$ cat config.mk
export PLATFORM = sky130hd
export DESIGN_NAME = fuzzy_speed_inference_unit
export DESIGN_NICKNAME = d
export VERILOG_FILES = /design/src/hw/rtl/fsi_pkg.sv /design/src/hw/rtl/fsi_ram.sv /design/src/hw/rtl/fsi_div.sv /design/src/hw/rtl/fsi_seq.sv /design/src/hw/rtl/fuzzy_speed_inference_unit.sv
export SDC_FILE = /design/constraint.sdc
export NUM_CORES = 2
export LEC_CHECK = 0
export ABC_AREA = 0
export BUFFER_PORTS_ARGS = -buffer_cell sky130_fd_sc_hd__buf_2
export CORE_MARGIN = 1
export CORE_UTILIZATION = 41
export DETAILED_ROUTE_END_ITERATION = 6
export GPL_ROUTABILITY_DRIVEN = 1
export PLACE_DENSITY = 0.55
export SLEW_MARGIN = 5
export SYNTH_ARGS = -nofsm -noshare
export SYNTH_HDL_FRONTEND = slang
export SYNTH_SLANG_ARGS = --single-unit
$ cat constraint.sdc
create_clock -name clk -period 9.8 [get_ports clk]
set_clock_uncertainty 0.15 [all_clocks]
set_input_delay 0.49 -clock clk [delete_from_list [all_inputs] [get_ports clk]]
set_output_delay 0.49 -clock clk [all_outputs]
set_load 0.01 [all_outputs]
$ cat src/hw/rtl/fsi_pkg.sv
// Shared types and codes for the fuzzy speed inference unit.
`timescale 1ns / 1ps
package fsi_pkg;

	localparam int unsigned DEG_ONE = 32768;

	typedef enum logic [1:0] {
		FUNC_SET  = 2'd0,
		FUNC_RULE = 2'd1,
		FUNC_EVAL = 2'd2,
		FUNC_NOP  = 2'd3
	} func_t;

	typedef enum logic [1:0] {
		SHAPE_TRI  = 2'd0,
		SHAPE_FALL = 2'd1,
		SHAPE_RISE = 2'd2,
		SHAPE_NONE = 2'd3
	} shape_t;

	typedef enum logic [3:0] {
		ST_IDLE,
		ST_RULE,
		ST_TERM,
		ST_SLOPE,
		ST_DIV,
		ST_GRADE,
		ST_ACC,
		ST_FDIV,
		ST_OUT
	} state_t;

	typedef struct packed {
		logic [1:0]  func;
		logic [3:0]  entry_index;
		logic [15:0] set_left;
		logic [15:0] set_middle;
		logic [15:0] set_right;
		logic [1:0]  set_shape;
		logic [20:0] rule_word;
		logic [15:0] front_distance;
		logic [15:0] near_side_distance;
		logic [15:0] far_side_distance;
	} in_item_t;

	typedef struct packed {
		logic [15:0] target_speed;
		logic [18:0] total_firing;
		logic        none_fired;
	} out_item_t;

	typedef struct packed {
		logic [15:0] left;
		logic [15:0] middle;
		logic [15:0] right;
		logic [1:0]  shape;
	} mset_t;

	// divider command between sequencer and shared divider
	typedef struct packed {
		logic        start;
		logic [41:0] num;
		logic [22:0] den;
	} div_cmd_t;

	typedef struct packed {
		logic        done;
		logic [41:0] quot;
	} div_rsp_t;

endpackage

$ cat src/hw/rtl/fsi_ram.sv
// Generic single-write, single-read RAM with registered read data.
`timescale 1ns / 1ps
module fsi_ram #(
	parameter int WIDTH = 8,
	parameter int DEPTH = 4,
	parameter int AW    = (DEPTH > 1) ? $clog2(DEPTH) : 1
) (
	input  logic             clk,
	input  logic             we,
	input  logic [AW-1:0]    waddr,
	input  logic [WIDTH-1:0] wdata,
	input  logic [AW-1:0]    raddr,
	output logic [WIDTH-1:0] rdata
);
	logic [WIDTH-1:0] mem_q [DEPTH];

	always_ff @(posedge clk) begin
		if (we) begin
			mem_q[waddr] <= wdata;
		end
		rdata <= mem_q[raddr];
	end
endmodule

$ cat src/hw/rtl/fsi_div.sv
// Shared restoring divider, one quotient bit per cycle.
`timescale 1ns / 1ps
module fsi_div (
	input  logic             clk,
	input  logic             arst_n,
	input  fsi_pkg::div_cmd_t cmd,
	output fsi_pkg::div_rsp_t rsp
);
	import fsi_pkg::*;

	localparam int NW = 42;
	localparam int DW = 23;

	logic [NW-1:0]        quot_q;
	logic [DW:0]          rem_q;
	logic [DW-1:0]        den_q;
	logic [$clog2(NW):0]  cnt_q;
	logic                 busy_q;
	logic                 done_q;
	logic [DW:0]          shifted;
	logic [DW:0]          diff;

	assign shifted = {rem_q[DW-1:0], quot_q[NW-1]};
	assign diff    = shifted - {1'b0, den_q};

	always_ff @(posedge clk or negedge arst_n) begin
		if (!arst_n) begin
			busy_q <= 1'b0;
			done_q <= 1'b0;
			cnt_q  <= '0;
		end else begin
			done_q <= 1'b0;
			if (cmd.start) begin
				busy_q <= 1'b1;
				cnt_q  <= ($clog2(NW)+1)'(NW);
			end else if (busy_q) begin
				cnt_q <= cnt_q - 1'b1;
				if (cnt_q == ($clog2(NW)+1)'(1)) begin
					busy_q <= 1'b0;
					done_q <= 1'b1;
				end
			end
		end
	end

	always_ff @(posedge clk) begin
		if (cmd.start) begin
			quot_q <= cmd.num;
			rem_q  <= '0;
			den_q  <= cmd.den;
		end else if (busy_q) begin
			if (!diff[DW]) begin
				rem_q  <= diff;
				quot_q <= {quot_q[NW-2:0], 1'b1};
			end else begin
				rem_q  <= shifted;
				quot_q <= {quot_q[NW-2:0], 1'b0};
			end
		end
	end

	assign rsp.done = done_q;
	assign rsp.quot = quot_q;
endmodule

$ cat src/hw/rtl/fsi_seq.sv
// Sequencer: table writes, rule and term walk, slope grading, accumulation, final division and output.
`timescale 1ns / 1ps
module fsi_seq #(
	parameter int NUM_FAMILIES    = 3,
	parameter int SETS_PER_FAMILY = 3,
	parameter int MAX_RULES       = 8
) (
	input  logic               clk,
	input  logic               arst_n,
	input  logic               in_valid,
	output logic               in_stall,
	input  fsi_pkg::in_item_t  in_data,
	output logic               out_valid,
	input  logic               out_stall,
	output fsi_pkg::out_item_t out_data,
	input  logic [3:0]         rules_in_use,
	output fsi_pkg::div_cmd_t  div_cmd,
	input  fsi_pkg::div_rsp_t  div_rsp
);
	import fsi_pkg::*;

	localparam int NUM_SETS = NUM_FAMILIES * SETS_PER_FAMILY;
	localparam int SW       = (NUM_SETS > 1) ? $clog2(NUM_SETS) : 1;
	localparam int RW       = (MAX_RULES > 1) ? $clog2(MAX_RULES) : 1;
	localparam int CW       = $clog2(MAX_RULES + 1);
	localparam int TW       = 16 + CW + 1;

	state_t state_q, state_d;

	logic [15:0]   crisp_q [3];
	logic [CW-1:0] count_q;
	logic [CW-1:0] rule_q;
	logic [1:0]    term_q;
	logic          side_q;
	logic [20:0]   word_q;
	logic [16:0]   res_q;
	logic [16:0]   up_q;
	logic [16:0]   slope_q;
	logic [TW-1:0] total_q;
	logic [TW+7:0] wsum_q;
	logic          busy_q;
	out_item_t     out_q;
	logic          out_valid_q;

	logic          ms_we;
	logic [SW-1:0] ms_raddr;
	logic [49:0]   ms_rdata;
	logic          rl_we;
	logic [RW-1:0] rl_raddr;
	logic [20:0]   rl_rdata;
	mset_t         ms;

	logic [20:0]   word_cur;
	logic [3:0]    term_idx;
	logic          term_ok;
	logic [15:0]   tval;
	logic [15:0]   pa;
	logic          dir_up;
	logic [16:0]   num;
	logic [16:0]   den;
	logic          den_neg;
	logic          num_neg;
	logic [16:0]   num_abs;
	logic [16:0]   den_abs;
	logic [16:0]   quick;
	logic          quick_ok;
	logic [16:0]   deg;
	logic [16:0]   merged;
	logic          accept;
	logic [CW-1:0] count_sat;
	logic [16:0]   qclamp;

	assign accept   = in_valid && !in_stall;
	assign in_stall = busy_q || out_valid_q;
	assign ms_we    = accept && func_t'(in_data.func) == FUNC_SET
		&& {1'b0, in_data.entry_index} < 5'(NUM_SETS);
	assign rl_we    = accept && func_t'(in_data.func) == FUNC_RULE
		&& {1'b0, in_data.entry_index} < 5'(MAX_RULES);

	fsi_ram #(.WIDTH(50), .DEPTH(NUM_SETS)) u_ms (
		.clk(clk), .we(ms_we), .waddr(in_data.entry_index[SW-1:0]),
		.wdata({in_data.set_left, in_data.set_middle, in_data.set_right,
			in_data.set_shape}),
		.raddr(ms_raddr), .rdata(ms_rdata));

	fsi_ram #(.WIDTH(21), .DEPTH(MAX_RULES)) u_rl (
		.clk(clk), .we(rl_we), .waddr(in_data.entry_index[RW-1:0]),
		.wdata(in_data.rule_word), .raddr(rl_raddr), .rdata(rl_rdata));

	assign ms = mset_t'(ms_rdata);
	assign rl_raddr = rule_q[RW-1:0];

	assign word_cur = (state_q == ST_TERM && term_q == 2'd0 && !side_q) ? rl_rdata : word_q;

	always_comb begin
		unique case (term_q)
			2'd0:    term_idx = word_cur[3:0];
			2'd1:    term_idx = word_cur[7:4];
			default: term_idx = word_cur[11:8];
		endcase
	end
	assign term_ok  = {1'b0, term_idx} < 5'(NUM_SETS);
	assign ms_raddr = term_idx[SW-1:0];
	assign tval     = crisp_q[term_q];

	assign count_sat = ({1'b0, rules_in_use} > 5'(MAX_RULES)) ? CW'(MAX_RULES)
		: CW'(rules_in_use);

	// slope: side 0 rising (left), side 1 falling (right)
	assign dir_up  = !side_q;
	assign pa      = side_q ? ms.right : ms.left;
	assign num     = {1'b0, tval} - {1'b0, pa};
	assign den     = {1'b0, ms.middle} - {1'b0, pa};
	assign num_neg = num[16];
	assign den_neg = den[16];
	assign num_abs = num_neg ? (~num + 17'd1) : num;
	assign den_abs = den_neg ? (~den + 17'd1) : den;

	always_comb begin
		quick_ok = 1'b1;
		quick    = '0;
		if (den == '0) begin
			if (dir_up) quick = (tval >= pa) ? 17'(DEG_ONE) : '0;
			else quick = (tval <= pa) ? 17'(DEG_ONE) : '0;
		end else if (num == '0 || num_neg != den_neg) begin
			quick = '0;
		end else if (num_abs >= den_abs) begin
			quick = 17'(DEG_ONE);
		end else begin
			quick_ok = 1'b0;
		end
	end

	assign qclamp = 17'(div_rsp.quot);

	always_comb begin
		unique case (shape_t'(ms.shape))
			SHAPE_TRI:  deg = (up_q < slope_q) ? up_q : slope_q;
			SHAPE_FALL: deg = slope_q;
			SHAPE_RISE: deg = up_q;
			default:    deg = '0;
		endcase
	end

	always_comb begin
		if (term_q == 2'd0) merged = deg;
		else if (word_q[12]) merged = (deg > res_q) ? deg : res_q;
		else merged = (deg < res_q) ? deg : res_q;
	end

	always_comb begin
		state_d = state_q;
		unique case (state_q)
			ST_IDLE:  if (accept && func_t'(in_data.func) == FUNC_EVAL) state_d = ST_RULE;
			ST_RULE:  state_d = (rule_q == count_q) ? ST_FDIV : ST_TERM;
			ST_TERM:  state_d = ST_SLOPE;
			ST_SLOPE: state_d = (!term_ok || quick_ok) ? ST_GRADE : ST_DIV;
			ST_DIV:   if (div_rsp.done) state_d = ST_GRADE;
			ST_GRADE: state_d = ST_ACC;
			ST_ACC:   state_d = ST_RULE;
			ST_FDIV:  if (total_q == '0 || div_rsp.done) state_d = ST_OUT;
			ST_OUT:   state_d = ST_IDLE;
			default:  state_d = ST_IDLE;
		endcase
	end

	always_comb begin
		div_cmd.start = 1'b0;
		div_cmd.num   = 42'(num_abs) << 15;
		div_cmd.den   = 23'(den_abs);
		if (state_q == ST_SLOPE && !quick_ok && term_ok) begin
			div_cmd.start = 1'b1;
		end
		if (state_q == ST_RULE && rule_q == count_q && total_q != '0) begin
			div_cmd.start = 1'b1;
			div_cmd.num   = 42'({wsum_q, 8'd0}) + 42'(total_q >> 1);
			div_cmd.den   = 23'(total_q);
		end
	end

	always_ff @(posedge clk or negedge arst_n) begin
		if (!arst_n) begin
			state_q     <= ST_IDLE;
			busy_q      <= 1'b0;
			out_valid_q <= 1'b0;
		end else begin
			state_q <= state_d;
			if (out_valid_q && !out_stall) out_valid_q <= 1'b0;
			if (accept && func_t'(in_data.func) == FUNC_EVAL) busy_q <= 1'b1;
			if (state_q == ST_OUT) begin
				busy_q      <= 1'b0;
				out_valid_q <= 1'b1;
			end
		end
	end

	// Walk: RULE issues rule read; TERM latches word on first term;
	// SLOPE evaluates one side of one term; GRADE merges after both sides.
	always_ff @(posedge clk) begin
		if (accept) begin
			crisp_q[0] <= in_data.front_distance;
			crisp_q[1] <= in_data.near_side_distance;
			crisp_q[2] <= in_data.far_side_distance;
			count_q    <= count_sat;
			rule_q     <= '0;
			term_q     <= 2'd0;
			side_q     <= 1'b0;
			total_q    <= '0;
			wsum_q     <= '0;
		end
		unique case (state_q)
			ST_TERM: if (term_q == 2'd0 && !side_q) word_q <= rl_rdata;
			ST_SLOPE: begin
				if (quick_ok) begin
					if (side_q) slope_q <= quick;
					else up_q <= quick;
				end
			end
			ST_DIV: if (div_rsp.done) begin
				if (side_q) slope_q <= (qclamp > 17'(DEG_ONE)) ? 17'(DEG_ONE) : qclamp;
				else up_q <= (qclamp > 17'(DEG_ONE)) ? 17'(DEG_ONE) : qclamp;
			end
			ST_GRADE: begin
				if (!side_q) begin
					side_q <= 1'b1;
				end else begin
					side_q <= 1'b0;
					if (term_q == 2'd0 && !term_ok) res_q <= '0;
					else if (term_q == 2'd0 || term_ok) res_q <= merged;
					term_q <= (term_q == 2'd2) ? 2'd0 : term_q + 2'd1;
				end
			end
			ST_ACC: begin
				if (term_q == 2'd0 && !side_q) begin
					total_q <= total_q + TW'(res_q);
					wsum_q  <= wsum_q + (TW+8)'(res_q) * (TW+8)'(word_q[20:13]);
					rule_q  <= rule_q + 1'b1;
				end
			end
			ST_FDIV: begin
				out_q.total_firing <= (total_q > TW'(19'h7FFFF)) ? 19'h7FFFF : 19'(total_q);
				out_q.none_fired   <= (total_q == '0);
				out_q.target_speed <= (total_q == '0) ? 16'd0 : 16'(div_rsp.quot);
			end
			default: ;
		endcase
	end

	// GRADE with side 0 only advances to the second side; ACC returns to RULE
	// after every side and adds up a rule once its last term is graded.
	assign out_valid = out_valid_q;
	assign out_data  = out_q;
endmodule

$ cat src/hw/rtl/fuzzy_speed_inference_unit.sv
// Top level of the fuzzy speed inference unit: config register and core.
//
// channel | direction | handshake       | payload
// in      | input     | in_valid/stall  | fsi_pkg::in_item_t
// out     | output    | out_valid/stall | fsi_pkg::out_item_t
// cfg     | input     | valid/ready     | rules_in_use, 4 bits
//
// An evaluate runs six slope passes per rule in use (three terms, two sides);
// a pass uses the shared bit-serial divider when the slope needs it. A final
// division forms the target speed; it is skipped when nothing fired.
// Reset clears control state; the tables are undefined until written.
// The input stalls while an evaluate runs or a result waits.
`timescale 1ns / 1ps
module fuzzy_speed_inference_unit #(
	parameter int NUM_FAMILIES    = 3,
	parameter int SETS_PER_FAMILY = 3,
	parameter int MAX_RULES       = 8
) (
	input  logic               clk,
	input  logic               arst_n,
	input  logic               in_valid,
	output logic               in_stall,
	input  fsi_pkg::in_item_t  in_data,
	output logic               out_valid,
	input  logic               out_stall,
	output fsi_pkg::out_item_t out_data,
	input  logic               cfg_valid,
	output logic               cfg_ready,
	input  logic [3:0]         cfg_data
);
	import fsi_pkg::*;

	logic [3:0] rules_q;
	div_cmd_t   div_cmd;
	div_rsp_t   div_rsp;

	assign cfg_ready = 1'b1;

	always_ff @(posedge clk or negedge arst_n) begin
		if (!arst_n) rules_q <= 4'd7;
		else if (cfg_valid && cfg_ready) rules_q <= cfg_data;
	end

	fsi_seq #(.NUM_FAMILIES(NUM_FAMILIES), .SETS_PER_FAMILY(SETS_PER_FAMILY),
		.MAX_RULES(MAX_RULES)) u_seq (
		.clk(clk), .arst_n(arst_n), .in_valid(in_valid), .in_stall(in_stall),
		.in_data(in_data), .out_valid(out_valid), .out_stall(out_stall),
		.out_data(out_data), .rules_in_use(rules_q), .div_cmd(div_cmd),
		.div_rsp(div_rsp));

	fsi_div u_div (.clk(clk), .arst_n(arst_n), .cmd(div_cmd), .rsp(div_rsp));

	assert property (@(posedge clk) disable iff (!arst_n)
		out_valid && out_stall |=> out_valid) else $error("result dropped");
	assert property (@(posedge clk) disable iff (!arst_n)
		out_valid |-> in_stall) else $error("accept while result pending");
	assert property (@(posedge clk) disable iff (!arst_n)
		out_valid |-> (out_data.none_fired == (out_data.total_firing == 19'd0)))
		else $error("none_fired mismatch");
endmodule
# --- After elaboration in Yosys (flattened, before gate mapping) ---
# Memory sizes are Yosys's and may differ from the RTL's. A register that Yosys moved wholly into a read port is not among the register bits.
# Index checks and enable logic that the tools add are counted.
word_totals:
  regBits: 276
  latch_bits: 0
  ram_bits: 666
  romBits: 0
  in_bits: 134
  out_inout_bits: 39
  wordCells: 202
  mem_count: 3
op_classes:
  add_sub_neg: 11
  multipliers: 1
  div: 0
  magnitude_cmp: 12
  eq_ne: 26
  n_shift: 0
  n_mux: 78
  bitwise_logic: 2
  n_reduce_logical: 45
mem_list:
  columns: ["memory", "depth", "width", "rd", "rd_ports_with_merged_regs", "wr", "line", "source"]
  rows:
  - ["u_seq.u_ms.mem_q", 9, 50, 1, 1, 1, "fsi_ram.sv:15", "logic [WIDTH-1:0] mem_q [DEPTH];"]
  - ["u_seq.u_rl.mem_q", 8, 21, 1, 1, 1, "fsi_ram.sv:15", null]
  - ["u_seq.crisp_q", 3, 16, 1, 1, 3, "fsi_seq.sv:30", "logic [15:0] crisp_q [3];"]
ops:
  columns: ["operator", "count"]
  rows:
  - ["$mux W17", 20]
  - ["$mux W29", 3]
  - ["$mux W42", 2]
  - ["$pmux W17 S2", 2]
  - ["$mux W66", 1]
  - ["$mux W16", 4]
  - ["$mux W21", 3]
  - ["$pmux W17 S3", 1]
  - ["$add A37 B20 Y38", 1]
  - ["$add A17 B1 Y17 const B", 2]
  - ["$logic_not A17 Y1", 2]
  - ["$lt A17 B17 Y1", 2]
  - ["$not A17 Y17", 2]
  - ["$sub A16 B16 Y17", 2]
  - ["$pmux W4 S8", 1]
  - ["$add A29 B25 Y29", 1]
  - ["$mul A17 B8 Y25", 1]
  - ["$mux W1", 25]
  - ["$mux W4", 6]
  - ["$sub A24 B23 Y24", 1]
  - ["$mux W23", 1]
  - ["$add A21 B17 Y21", 1]
  - ["$gt A21 B19 Y1 const B", 1]
  - ["$logic_not A21 Y1", 1]
  - ["38 further kinds", 89]

# --- Depth between registers and ports, before layout ---
depth:
  word_depth: 15
  depth_mapped: 30
  mapped_depth_nobuf: 26

# --- Modules after synthesis ---
# A second synthesis with hierarchy kept.
hier_totals:
  hier_cells: 3817
  area_unflattened_um2: 50433.4
modules_own_cells:
  columns: ["module", "n_inst", "cells_per_inst", "area_each_um2", "seq_area_each_um2"]
  rows:
  - ["fsi_seq", 1, 2087, 19368.6, 6105.9]
  - ["fsi_ram (u_seq.u_ms)", 1, 974, 18625.4, 14513.9]
  - ["fsi_ram (u_seq.u_rl)", 1, 277, 6939.2, 5465.2]
  - ["fsi_div", 1, 469, 5340.1, 2637.5]
  - ["fuzzy_speed_inference_unit", 1, 10, 160.2, 103.8]

# --- Least setup slack after synthesis ---
# Ideal clock, no wire load.
synth_path:
  kind: "flip-flop to flip-flop"
  from: "register u_seq.term_q[0]"
  to: "register u_div.quot_q[0] (enable)"
  setup_ns: 0.400
  t_arrival_ns: 6.455
  t_required_ns: 9.250
  slack_ns: 2.795
  stages_incl_launch_ff: 24
  path_buffers: 3
  synth_period_minus_slack_ns: 7.005
  cell_sequence: "dfxtp_1 -> clkbuf_1 -> buf_1 -> mux2i_1 -> nor2_1 -> a21oi_1 -> ha_1 -> inv_1 -> fa_1 -> a21o_1 -> a221o_1 -> or3_1 -> o22ai_1 -> or4b_4 -> o21ai_0 -> xor2_1 -> ha_1 -> a2111oi_0 -> o21ai_0 -> o22a_1 -> nor2_1 -> a31oi_4 -> buf_2 -> nand2_1"
synth_via:
  elab_chain_len: 10
  word_cells_on_any_way: 11
  cone_classes: "order compare: 1; eq/ne: 1; mux: 4; reduce/logical: 5"
synth_rtl:
  columns: ["element", "line", "source"]
  rows:
  - ["start, declared", "fsi_seq.sv:33", "logic [1:0] term_q;"]
  - ["start signal, assigned", "fsi_seq.sv:230", "term_q <= (term_q == 2'd2) ? 2'd0 : term_q + 2'd1;"]
  - ["$logic_not A2 Y1", "fsi_seq.sv:93, fsi_seq.sv:96", null]
  - ["$logic_and A1 B1 Y1 (2 in a row)", "fsi_seq.sv:93", "assign word_cur = (state_q == ST_TERM && term_q == 2'd0 && !side_q) ? rl_rdata : word_q;"]
  - ["$mux W12", "fsi_seq.sv:93", null]
  - ["$pmux W4 S2 (*)", "fsi_seq.sv:96", "unique case (term_q)"]
  - ["$lt A4 B4 Y1 (*)", "fsi_seq.sv:102", "assign term_ok = {1'b0, term_idx} < 5'(NUM_SETS);"]
  - ["$logic_and A1 B1 Y1 (*)", "fsi_seq.sv:171", "if (state_q == ST_SLOPE && !quick_ok && term_ok) begin"]
  - ["$mux W1 (*)", "fsi_seq.sv:171", null]
  - ["$mux W66 (*)", "fsi_seq.sv:174", "if (state_q == ST_RULE && rule_q == count_q && total_q != '0) begin"]
  - ["$reduce_bool A2 Y1 (no line) (*)", null, null]
  - ["end signal, assigned", "fsi_div.sv:48", "quot_q <= cmd.num;"]
  - ["end signal, assigned", "fsi_div.sv:54", "quot_q <= {quot_q[NW-2:0], 1'b1};"]
  - ["end signal, assigned", "fsi_div.sv:57", "quot_q <= {quot_q[NW-2:0], 1'b0};"]
  - ["end, declared", "fsi_div.sv:14", "logic [NW-1:0] quot_q;"]
# Mark *: on every way between the ends. The rest lies on a longest branch, timed or not.
# A chain may end at the register's enable or synchronous reset.

# --- Worst setup path in the final report ---
layout_path:
  from: "register u_seq.term_q[0]"
  to: "register u_div.rem_q[12]"
layout_via:
  elab_chain_len: 9
  word_cells_on_any_way: 10
  cone_classes: "order compare: 1; eq/ne: 1; mux: 4; reduce/logical: 4"
layout_rtl:
  columns: ["element", "line", "source"]
  rows:
  - ["$logic_not A2 Y1", "fsi_seq.sv:93, fsi_seq.sv:96", null]
  - ["$logic_and A1 B1 Y1 (2 in a row)", "fsi_seq.sv:93", null]
  - ["$mux W12", "fsi_seq.sv:93", null]
  - ["$pmux W4 S2 (*)", "fsi_seq.sv:96", null]
  - ["$lt A4 B4 Y1 (*)", "fsi_seq.sv:102", null]
  - ["$logic_and A1 B1 Y1 (*)", "fsi_seq.sv:171", null]
  - ["$mux W1 (*)", "fsi_seq.sv:171", null]
  - ["$mux W66 (*)", "fsi_seq.sv:174", null]
  - ["end signal, assigned", "fsi_div.sv:53", "rem_q <= diff;"]
  - ["end signal, assigned", "fsi_div.sv:56", "rem_q <= shifted;"]
  - ["end, declared", "fsi_div.sv:15", "logic [DW:0] rem_q;"]
# Marks and branches as above.

==> flow_summary.toml <==
[sta]
setup_viol = 0
finalWorstPathRequiredPeriod_ns = 8.45
setup_total_negative_slack_ns = 0
worst_pin_slew_ns = 1.22
finalHoldViolations = 0
rsz0062_at_grt = "no"
timing.slew.headroom = 0.185
finalCritPeriodShare = 0.863
final_max_slew_violation_count = 0
maxClockFrequency_ghz = 0.118

[drt]
via_count = 32904
routed_wl_mm = 130
route.detailed.wl_per_inst_um = 21.3
drc = 0
first_iter_violations = 2784
drt-pass1-iter-count = 5
vias_per_cell = 5.39
postRouteAntennaNets = 0

[clock_tree]
numCtsBuffers = 107
ctsRootBufferMaster = "sky130_fd_sc_hd__clkbuf_16"
cts_tree = "done"
h-tree-depth = 3
clock_tree.buffer_depth = 3
tritoncts_num_sinks = 1011
clock_insertion_delay_worst_skew_ns = 0.75
clk_pin_slew_ns = 0.06

[power]
combPwrFrac = 0.541
switching_share = 0.434
cellPowerDensity_mw_per_mm2 = 388
design_power_total_mw = 22.2
internal_power_mw = 12.6
clock_power_share = 0.187
switching_power_of_the_nets_mw = 9.63
seqPwrFrac = 0.272
power.static_leakage_nw = 21.7
max-vdd-ir-drop_mv = 0.552

[floorplanning]
die_area_mm2 = 0.122
core.rowCount = 127
floorplan.initialDensity = 0.414
dieHeight_um = 350
design.portCount = 173
coreArea_mm2 = 0.120
die_w_um = 350

[critical_path]
cp_num_buf_inv = 3
timing.critical_path.max_delay_family = "compound AO/OA/AOI/OAI gates"
regToRegSetupSlack_ns = 1.35
worstSetupStartpointType = "flip-flop"
cp_slowest_stage_delay_ns = 0.92
worst_path_arrival_ns = 8.83
regToRegEndpoint = "u_div.rem_q[12]"
timing.critical_path.to_type = "flip-flop"
worstRegToRegCells = 27
required_ns = 10.17
timing_worst_setup_path_type = "reg2reg"
critical_path.most_common_cell = "sky130_fd_sc_hd__o21a_1"
worst_path_max_delay_cell = "sky130_fd_sc_hd__dfxtp_2"
critPathMaxFanout = 43
worstReg2RegStart = "u_seq.term_q[0]"

[logic_synthesis]
synth_simple_gate_area_frac = 0.134
synth_cell_type_count = 88
synth-seq-area-share = 0.580
synth.avg_cell_area_um2 = 11.9
register_bit_count_reported_by_yosys = 1011
synthesized_area_fraction_occupied_by_ao_oa_aoi_and_oai_cells = 0.0968
fraction_of_synthesized_area_in_multiplexers = 0.0368
ys_dominant_reg_cell = "sky130_fd_sc_hd__edfxtp_1"
synth.cell_area_mm2 = 0.0496
synth_cells = 4156
synthAdderAreaFrac = 0.0947
yosysWarnings = 0
combinational_family_with_the_most_area_after_synthesis = "simple AND/OR/NAND/NOR gates"
synthArstFlopShare = 0.0188
post_synth_edffs = 842
synth_xor_xnor_area_share = 0.0245

[placed_design]
hpwl_mm = 82.7
gpl.final_weighted_congestion = 0.864
port-buffer-count = 171

[layout]
num-nets-final = 4836
drive_gt1_frac = 0.117
area_growth_pct = 15.4
final_cell_mix = "sky130_fd_sc_hd__edfxtp_1 (842), sky130_fd_sc_hd__nand2_1 (642), sky130_fd_sc_hd__inv_1 (210)"
layout_commonest_cell = "sky130_fd_sc_hd__edfxtp_1"

[worst_hold_path]
hold_path_start = "in_data[123]"
min_path_cells = 3
hold_end = "u_seq.busy_q"
min-delay-path-class = "in2reg"

[grt]
first_pass_grt_wire_length_mm = 199
globalRouteOverflowTotal = 0
antenna_found_initial = 19
first_global_vias = 32679
grt_start_max_net_pins = 152
grt_use_total = 0.213

[status]
result_of_the_run = "finished, final reports clean"

[flow_run]
drv.max_cap_violation_count = 0
## through the flow
stage               hold WS (ns)  area, um^2  worst slack, ns  utilization  instances
detailed placement         0.239       52300             1.51        0.436       5771
floorplan                 0.0444       49600             2.79            -       4157
CTS                        0.127       57300             1.41        0.477       6102
finish                     0.187       57300             1.35        0.477       6105
global route               0.164       57300            0.796        0.477       6104
global placement           0.236       52300             1.54        0.436       5771
## per-layer routing
layer,GRT usage,part of all wire,vias to the layer above,routed length [um]
met4,0.0644,0.026,12,3390
met1,0.300,0.46,16269,60100
met3,0.0317,0.051,203,6660
met5,0,0.00055,-,71
li1,-,-,15597,-
met2,0.338,0.46,823,59900
## worst max-delay path by stage
stage	start	cells after the start	endpoint	slack (ns)
after floorplan	u_seq.term_q[0]	23	u_div.quot_q[0]	2.79
after global placement	u_seq.term_q[0]	27	u_div.rem_q[12]	1.54
after detailed placement	u_seq.term_q[0]	27	u_div.rem_q[6]	1.51
after CTS	u_seq.term_q[0]	27	u_div.rem_q[7]	1.41
after global routing	u_seq.term_q[0]	27	u_div.rem_q[4]	0.80
final	u_seq.term_q[0]	27	u_div.rem_q[12]	1.35
## what timing repair did
action,CTS,global route
resized for setup,0,0
endpoints found under the hold margin,687,0
hold buffers,129,0
buffers inserted,0,0
## cells in the mapped netlist (30+ instances only)
cell type | count | area [um^2]
sky130_fd_sc_hd__fa_1 | 118 | 2360
sky130_fd_sc_hd__o211ai_1 | 30 | 225
sky130_fd_sc_hd__nor2_1 | 198 | 743
sky130_fd_sc_hd__nand2_1 | 644 | 2420
sky130_fd_sc_hd__clkbuf_1 | 193 | 724
sky130_fd_sc_hd__dfxtp_1 | 150 | 3000
sky130_fd_sc_hd__a31oi_1 | 70 | 438
sky130_fd_sc_hd__o21ai_0 | 119 | 596
sky130_fd_sc_hd__nor3_1 | 51 | 255
sky130_fd_sc_hd__a311oi_1 | 54 | 473
sky130_fd_sc_hd__a21o_1 | 58 | 435
sky130_fd_sc_hd__mux2i_1 | 54 | 541
sky130_fd_sc_hd__ha_1 | 187 | 2340
sky130_fd_sc_hd__and2_1 | 87 | 544
sky130_fd_sc_hd__xnor2_1 | 81 | 709
sky130_fd_sc_hd__edfxtp_1 | 842 | 25300
sky130_fd_sc_hd__inv_1 | 211 | 792
sky130_fd_sc_hd__nand3_1 | 172 | 861
sky130_fd_sc_hd__or3_1 | 33 | 206
sky130_fd_sc_hd__mux4_2 | 43 | 968
sky130_fd_sc_hd__and3_1 | 71 | 444
sky130_fd_sc_hd__xor2_1 | 56 | 490
sky130_fd_sc_hd__nor2b_1 | 44 | 275
sky130_fd_sc_hd__a21oi_1 | 186 | 931
## cell type report
class	instances	area, um^2
clock inverter	43	588
clock buffer	159	3070
fill	10731	62700
timing repair buffer	353	2590
tap	1612	2020
multi-input combinational	2712	19400
inverter	212	796
antenna	3	7.51
sequential	1011	28800
## worst reg2reg max path, stage by stage, from the launching register on
cell and delay (ns):
sky130_fd_sc_hd__dfxtp_2 0.92, sky130_fd_sc_hd__mux2i_1 0.27, sky130_fd_sc_hd__nor2_1 0.05, sky130_fd_sc_hd__a21oi_1 0.13, sky130_fd_sc_hd__ha_1 0.18, sky130_fd_sc_hd__inv_1 0.06
sky130_fd_sc_hd__fa_1 0.46, sky130_fd_sc_hd__a21o_1 0.20, sky130_fd_sc_hd__a221o_1 0.41, sky130_fd_sc_hd__a2111oi_2 0.50, sky130_fd_sc_hd__o31ai_1 0.19, sky130_fd_sc_hd__nand3_1 0.12
sky130_fd_sc_hd__and2_1 0.30, sky130_fd_sc_hd__nand2_1 0.09, sky130_fd_sc_hd__o21ai_0 0.21, sky130_fd_sc_hd__ha_1 0.35, sky130_fd_sc_hd__nor2b_1 0.13, sky130_fd_sc_hd__o21a_1 0.16
sky130_fd_sc_hd__o21a_1 0.16, sky130_fd_sc_hd__o21a_1 0.15, sky130_fd_sc_hd__o21ai_0 0.24, sky130_fd_sc_hd__a211oi_1 0.12, sky130_fd_sc_hd__o22a_1 0.24, sky130_fd_sc_hd__nor2_1 0.67
sky130_fd_sc_hd__a31oi_4 0.50, sky130_fd_sc_hd__inv_2 0.86, sky130_fd_sc_hd__buf_4 0.36, sky130_fd_sc_hd__a211oi_1 0.07
## cells by family after synthesis
group | Yosys count
buf+inv | 434
flops | 1011
xor+xnor | 138
mux | 125
fa+ha+maj | 305
other cells | 2
simple gates | 1427
compound gates | 714
## registers in the layout (all words and copies together) (netlist names), 23 cells and up
signal and count:
u_seq.wsum_q 29, u_seq.u_ms.mem_q 450, u_seq.u_ms.rdata 50, u_seq.u_rl.mem_q 168, u_seq.out_data 36, u_div.rem_q 23, u_seq.crisp_q 48, u_div.quot_q 42
## power groups by stage
| stage | logic [mW] | clock network [mW] | registers [mW] |
|---|---|---|---|
| 2_1_floorplan | 8.91 | 0 | 5.78 |
| 3_3_place_gp | 11.8 | 0 | 6.13 |
| 3_5_place_dp | 11.9 | 0 | 6.12 |
| 4_1_cts | 12.0 | 4.23 | 6.03 |
| 5_1_grt | 13.4 | 4.40 | 6.08 |
| 6_report | 12.0 | 4.16 | 6.03 |
Power figures use the tool's default switching activity.
